<file path="src/rtl/core/frt_pkg.sv">
// Shared types and constants for the fragment reassembly tracker.
// Holds the header and result word layouts, status codes and table-update controls.
// No dependencies.
package frt_pkg;

    localparam int TAG_COUNT_DEF   = 256;
    localparam int LENGTH_BITS_DEF = 16;

    localparam int MSG_W  = 9;
    localparam int EID_W  = 16;
    localparam int NPT_W  = 33;
    localparam int TAG_W  = 8;
    localparam int SEQ_W  = 7;
    localparam int STAT_W = 3;
    localparam int TOT_W  = 16;

    // Smallest message that still carries a full fragment header
    localparam logic [MSG_W-1:0] MIN_MSG = MSG_W'(16);

    typedef logic [STAT_W-1:0] status_t;

    localparam status_t ST_SHORT   = 3'd0;
    localparam status_t ST_START   = 3'd1;
    localparam status_t ST_APPEND  = 3'd2;
    localparam status_t ST_DONE    = 3'd3;
    localparam status_t ST_ORDER   = 3'd4;
    localparam status_t ST_NOSTART = 3'd5;

    typedef struct packed {
        logic [MSG_W-1:0] msg_size;
        logic [EID_W-1:0] event_id;
        logic [NPT_W-1:0] npt;
        logic [TAG_W-1:0] command_tag;
        logic [SEQ_W-1:0] sequence_number;
        logic             more_follows;
    } frt_in_t;

    typedef struct packed {
        status_t          status;
        logic             discarded_incomplete;
        logic [TAG_W-1:0] tag_out;
        logic [EID_W-1:0] event_id_out;
        logic [NPT_W-1:0] npt_out;
        logic [TOT_W-1:0] total_length;
        logic             length_saturated;
    } frt_out_t;

    // Table update requested by the decision logic
    typedef struct packed {
        logic mem_we;
        logic valid_set;
        logic valid_clr;
    } upd_ctl_t;

endpackage

</file>
<file path="src/rtl/core/frt_update.sv">
// Decision logic of the fragment reassembly tracker: classifies one header against
// its table entry and forms the new entry, the table controls and the result word.
// Depends on frt_pkg.
module frt_update #(
    parameter int LENGTH_BITS = frt_pkg::LENGTH_BITS_DEF
) (
    input  frt_pkg::frt_in_t              hdr,
    input  logic                          ent_valid,
    input  logic [frt_pkg::SEQ_W-1:0]     ent_seq,
    input  logic [LENGTH_BITS-1:0]        ent_total,
    input  logic [frt_pkg::EID_W-1:0]     ent_eid,
    input  logic [frt_pkg::NPT_W-1:0]     ent_npt,
    output logic [frt_pkg::SEQ_W-1:0]     new_seq,
    output logic [LENGTH_BITS-1:0]        new_total,
    output logic [frt_pkg::EID_W-1:0]     new_eid,
    output logic [frt_pkg::NPT_W-1:0]     new_npt,
    output frt_pkg::upd_ctl_t             ctl,
    output frt_pkg::frt_out_t             res
);

    import frt_pkg::*;

    localparam int SUM_W = ((LENGTH_BITS > MSG_W) ? LENGTH_BITS : MSG_W) + 1;
    localparam logic [LENGTH_BITS-1:0] LEN_MAX = {LENGTH_BITS{1'b1}};

    logic                   too_short;
    logic [MSG_W-1:0]       dlen;
    logic [LENGTH_BITS-1:0] base;
    logic [SUM_W-1:0]       sum;
    logic [31:0]            total_wide;
    logic                   in_order;
    logic                   show;

    assign too_short  = hdr.msg_size < MIN_MSG;
    assign dlen       = hdr.msg_size - MIN_MSG;
    assign in_order   = ({1'b0, ent_seq} + (SEQ_W + 1)'(1)) == {1'b0, hdr.sequence_number};

    // A start counts from zero, an append from the stored total
    assign base = (hdr.sequence_number == '0) ? '0 : ent_total;
    assign sum  = SUM_W'(base) + SUM_W'(dlen);

    always_comb
    begin
        new_eid   = ent_eid;
        new_npt   = ent_npt;
        new_seq   = hdr.sequence_number;
        new_total = (sum > SUM_W'(LEN_MAX)) ? LEN_MAX : sum[LENGTH_BITS-1:0];
        ctl       = '0;
        res       = '0;
        show      = 1'b0;
        res.tag_out = hdr.command_tag;

        if (too_short)
        begin
            res.status = ST_SHORT;
        end
        else if (hdr.sequence_number != '0)
        begin
            if (!ent_valid)
            begin
                res.status = ST_NOSTART;
            end
            else if (!in_order)
            begin
                // drop the open entry
                res.status    = ST_ORDER;
                ctl.valid_clr = 1'b1;
            end
            else
            begin
                res.status = ST_APPEND;
                ctl.mem_we = 1'b1;
                show       = 1'b1;
            end
        end
        else
        begin
            res.status               = ST_START;
            res.discarded_incomplete = ent_valid;
            new_eid                  = hdr.event_id;
            new_npt                  = hdr.npt;
            ctl.mem_we               = 1'b1;
            ctl.valid_set            = 1'b1;
            show                     = 1'b1;
        end

        // last fragment: report and free the entry
        if (show && !hdr.more_follows)
        begin
            res.status    = ST_DONE;
            ctl.valid_set = 1'b0;
            ctl.valid_clr = 1'b1;
        end

        if (show)
        begin
            res.event_id_out     = new_eid;
            res.npt_out          = new_npt;
            res.total_length     = total_wide[TOT_W-1:0];
            res.length_saturated = new_total == LEN_MAX;
        end
    end

    assign total_wide = 32'(new_total);

endmodule

</file>
<file path="config.mk">
export PLATFORM = sky130hd
export DESIGN_NAME = frt_update
export DESIGN_NICKNAME = d
export VERILOG_FILES = /design/src/rtl/core/frt_pkg.sv /design/src/rtl/core/frt_update.sv
export SDC_FILE = /design/constraint.sdc
export NUM_CORES = 1
export LEC_CHECK = 0
export BUFFER_PORTS_ARGS = -buffer_cell sky130_fd_sc_hd__buf_2
export CAP_MARGIN = 5
export CORE_AREA = 4 4 115 117
export DETAILED_ROUTE_END_ITERATION = 10
export DIE_AREA = 0 0 119 121
export SYNTH_ARGS = -nofsm -noshare
export SYNTH_HDL_FRONTEND = slang
export SYNTH_SLANG_ARGS = --single-unit
</file>
<file path="constraint.sdc">
create_clock -name vclk -period 14.4
set_clock_uncertainty 0.15 [all_clocks]
set_input_delay 2.88 -clock vclk [all_inputs]
set_output_delay 2.88 -clock vclk [all_outputs]
set_load 0.005 [all_outputs]
</file>
After elaboration in Yosys (flattened, before gate mapping):

Cells that the tools add are included.

* bits of input ports: 147
* word-level logic and storage cells: 35
* bits in registers: 0
* output and inout bits: 153

* add/sub/neg operators: 3
* order comparisons: 2
* reductions and logical operators: 4
* mux-type cells: 24
* equality and inequality tests: 2

Operators by type and width (number)
* $mux 33: 2
* $mux 66: 1
* $mux 16: 4
* $mux 3: 6
* $add 16x9->17: 1
* $gt 17x16->1 const B: 1
* $eq 16x16->1 const B: 1
* $mux 1: 10
* $lt 9x5->1 const B: 1
* $sub 9x5->9 const B: 1
* $add 7x1->8 const B: 1
* $eq 8x7->1: 1
* $logic_not 7->1: 1
* $reduce_bool 7->1: 1
* $mux 2: 1
* $logic_and 1x1->1: 1
* $logic_not 1->1: 1

Longest topological paths before layout:

* depth in word-level cells: 8
* gate-level depth with buffers: 16
* gate-level depth less buffers: 13

Worst setup path after synthesis:

No wires, ideal clock.

* path type: input to output
* from: input hdr[3] (netlist name)
* to: output res[0] (netlist name)
* stages on the path: 15
* path slack: 5.517 ns
* required time: 11.370 ns
* arrival time: 5.853 ns
* path buffers: 2
* path through: nor4_1 > nand2_1 > clkbuf_8 > clkbuf_1 > and2_1 > ha_1 > inv_1 > fa_1 > nor2b_4 > o31ai_2 > a21o_2 > xnor2_1 > a2111oi_4 > nand4_1 > a2111oi_2

RTL lines
* start, declared: line frt_update.sv:7 `input frt_pkg::frt_in_t hdr,`
* end, declared: line frt_update.sv:18 `output frt_pkg::frt_out_t res`

==> reports/qor.yml <==
status:
  status: "finished, final reports clean"
yosys:
  ys_types: 57
  yosysSeqAreaShare_pct: 0
  synth.avg_cell_area_um2: 7.33
  ys.warnings.count: 0
  synth_area_mm2: 0.00254
  syn_nets: 505
  synthCells: 346
grt:
  grt_usage_pct: 15.3
  overflow: 0
  antenna_found_initial: 0
  grt_first_pass_wirelength_um: 18100
  grt_max_degree: 52
  grt_pass1_vias: 3198
placed_design:
  placed_cells: 769
  dpl.hpwl_um: 10700
  portBuffers: 284
  place.gp.congestion: 0.812
  pre_cts_ws_ns: 4.43
  place_area_mm2: 0.00398
sta:
  hold_violations: 0
  setup_violations: 0
  slew_violations: 0
  tightest_slew_ns: 0.788
  fmax_mhz: 102
  fin_crit_sh_pct: 68.2
  fin_ws_ns: 4.57
  rsz0062_at_grt: "false"
  period_needed_ns: 9.83
  maxSlewHeadroom_pct: 46.8
  whs_ns: 5.61
  fin_tns_setup_ns: 0
clock_network:
  hold_buffers: 0
  postCtsSetupRepairBufs: 0
  cts_resized: 0
critical_path:
  path_cells: "buf_2, nor4_1, nand2_1, and2_1, ha_1, nor2b_4, o31ai_2, a21o_2, o21a_2, or3_1, and2_4, a2111oi_2, buf_2"
  critical_path.top_delay_family: "simple AND/OR/NAND/NOR gates"
  cp.required_ns: 11.37
  endpoint_kind: "output port"
  critical-path-max-stage-delay_ns: 0.60
  crit_fanout: 20
  crit_arrival_ns: 6.80
  criticalPathCategory: "in2out"
  crit_slowest_cell: "nand2_1"
  cpMostUsedCell: "buf_2"
  worstSetupStartpointType: "input port"
  path_buf_inv: 2
floorplanning:
  start_util_pct: 20.5
  die_h_um: 121
  die-area_mm2: 0.0144
  core_mm2: 0.0124
  row_count: 41
  top_level_ports: 300
  fp.dieW_um: 119
route:
  route.detailed.drc: 0
  vias_per_cell: 4.55
  drtAntennaViolNets: 0
  detail_route.iter0.violations: 177
  post_drt_wl_per_cell_um: 16.1
  routed-via-count: 3497
  drt-pass1-iter-count: 4
  wl_um: 12400
cells_and_area:
  stdcell_count: 769
  n_fill_cell: 1394
  regArea_um2: 0
  final_cell_area_mm2: 0.00398
  final_nets: 758
  n_clock_buffer: 0
  final_layout_size_suffix_gt1_share_pct: 61.0
  antenna_cells: 0
  area_growth_pct: 57.1
  seq_cell_count: 0
pwr:
  p_leak_nw: 2.35
  p_per_area_mw_per_mm2: 29.0
  ir_drop_mv: 0.0168
flow_run:
  drv_cap: 0
hold_path:
  whs_path_depth: 0
  holdCritPathClass: "in2out"
  min_to: "res[68]"
  hold_path_startpoint: "hdr[10]"
how the worst max path moves through the flow:
| stage | startpoint | end | cells past startpoint |
|---|---|---|---|
| finish | hdr[3] | res[0] | 13 |
| global route | hdr[3] | res[0] | 15 |
| CTS | hdr[3] | res[0] | 13 |
| detailed placement | hdr[3] | res[0] | 13 |
| global placement | hdr[3] | res[0] | 13 |
| floorplan | hdr[3] | res[0] | 15 |
stage by stage:
step	total power, mW	utilization (%)
after CTS	0.116	32.2
final	0.115	32.2
after global routing	0.128	32.2
after global placement	0.115	32.2
after floorplan	0.0657	-
after detailed placement	0.116	32.2
power by group:
part           switching, mW  internal [mW]
logic                 0.0582         0.0573
clock network              0              0
registers                  0              0
total                 0.0582         0.0573
cell usage in the layout (no fill, tap or decap), drive strengths merged, types with 3 or more instances in the layout:
master,count
buf,287
and3,53
mux2,49
nand2,21
inv,16
nor2,16
and2,13
nor2b,12
a21oi,11
ha,11
o21ai,11
xnor2,10
nand3,9
nor3,9
xor2,7
a21o,7
or2,6
or3,5
a31oi,4
nand2b,3
mux2i,3
o311ai,3
o211ai,3
a211oi,3
nor3b,3
synthesized netlist by cell type, types with 2 or more instances:
cell	number	area [µm²]
ha_1	11	138
mux2i_1	3	30.0
nor2_1	16	60.1
xnor2_1	10	87.6
o21ai_0	10	50.1
a211oi_1	2	15.0
o21a_2	2	17.5
nand4_1	2	12.5
o31ai_2	2	25.0
nand3_1	8	40.0
a21o_2	4	35.0
clkbuf_1	12	45.0
nand2b_1	3	18.8
nor3b_1	2	15.0
o311a_1	2	20.0
inv_1	16	60.1
a311oi_1	2	17.5
o311ai_0	3	26.3
or2_2	5	31.3
mux2_2	49	552
o211ai_1	2	15.0
xor2_1	7	61.3
or3_1	5	31.3
a21oi_1	11	55.1
nor3_1	7	35.0
and3_1	53	332
buf_4	16	120
and2_1	11	68.8
a31oi_1	4	25.0
nor2b_1	11	68.8
nand2_1	21	78.8
nor3_2	2	20.0
buf_2	6	30.0
a21o_1	3	22.5
per-layer routing:
metal	wire [µm]	global-route usage (%)	vias to the layer above
met3	910	2.10	6
met2	6240	28.0	151
met1	5100	19.6	1592
met4	127	1.38	0
met5	0	0	-
li1	-	-	1748
cells by family after synthesis:
kind of cell | Yosys count | share of synthesized area (%)
simple gates | 156 | 35.8
compound gates | 57 | 17.9
mux | 52 | 22.9
buf+inv | 52 | 11.3
xor+xnor | 17 | 5.87
fa+ha+maj | 12 | 6.22
area by class of cell:
class              instances  area [µm²]  area share (%)
repair buffers           287        1440            36.2
inverters                 16        60.1            1.51
multi-input cells        294        2260            56.8
well taps                172         215            5.40
No activity file was read; power rests on OpenSTA's default activity.
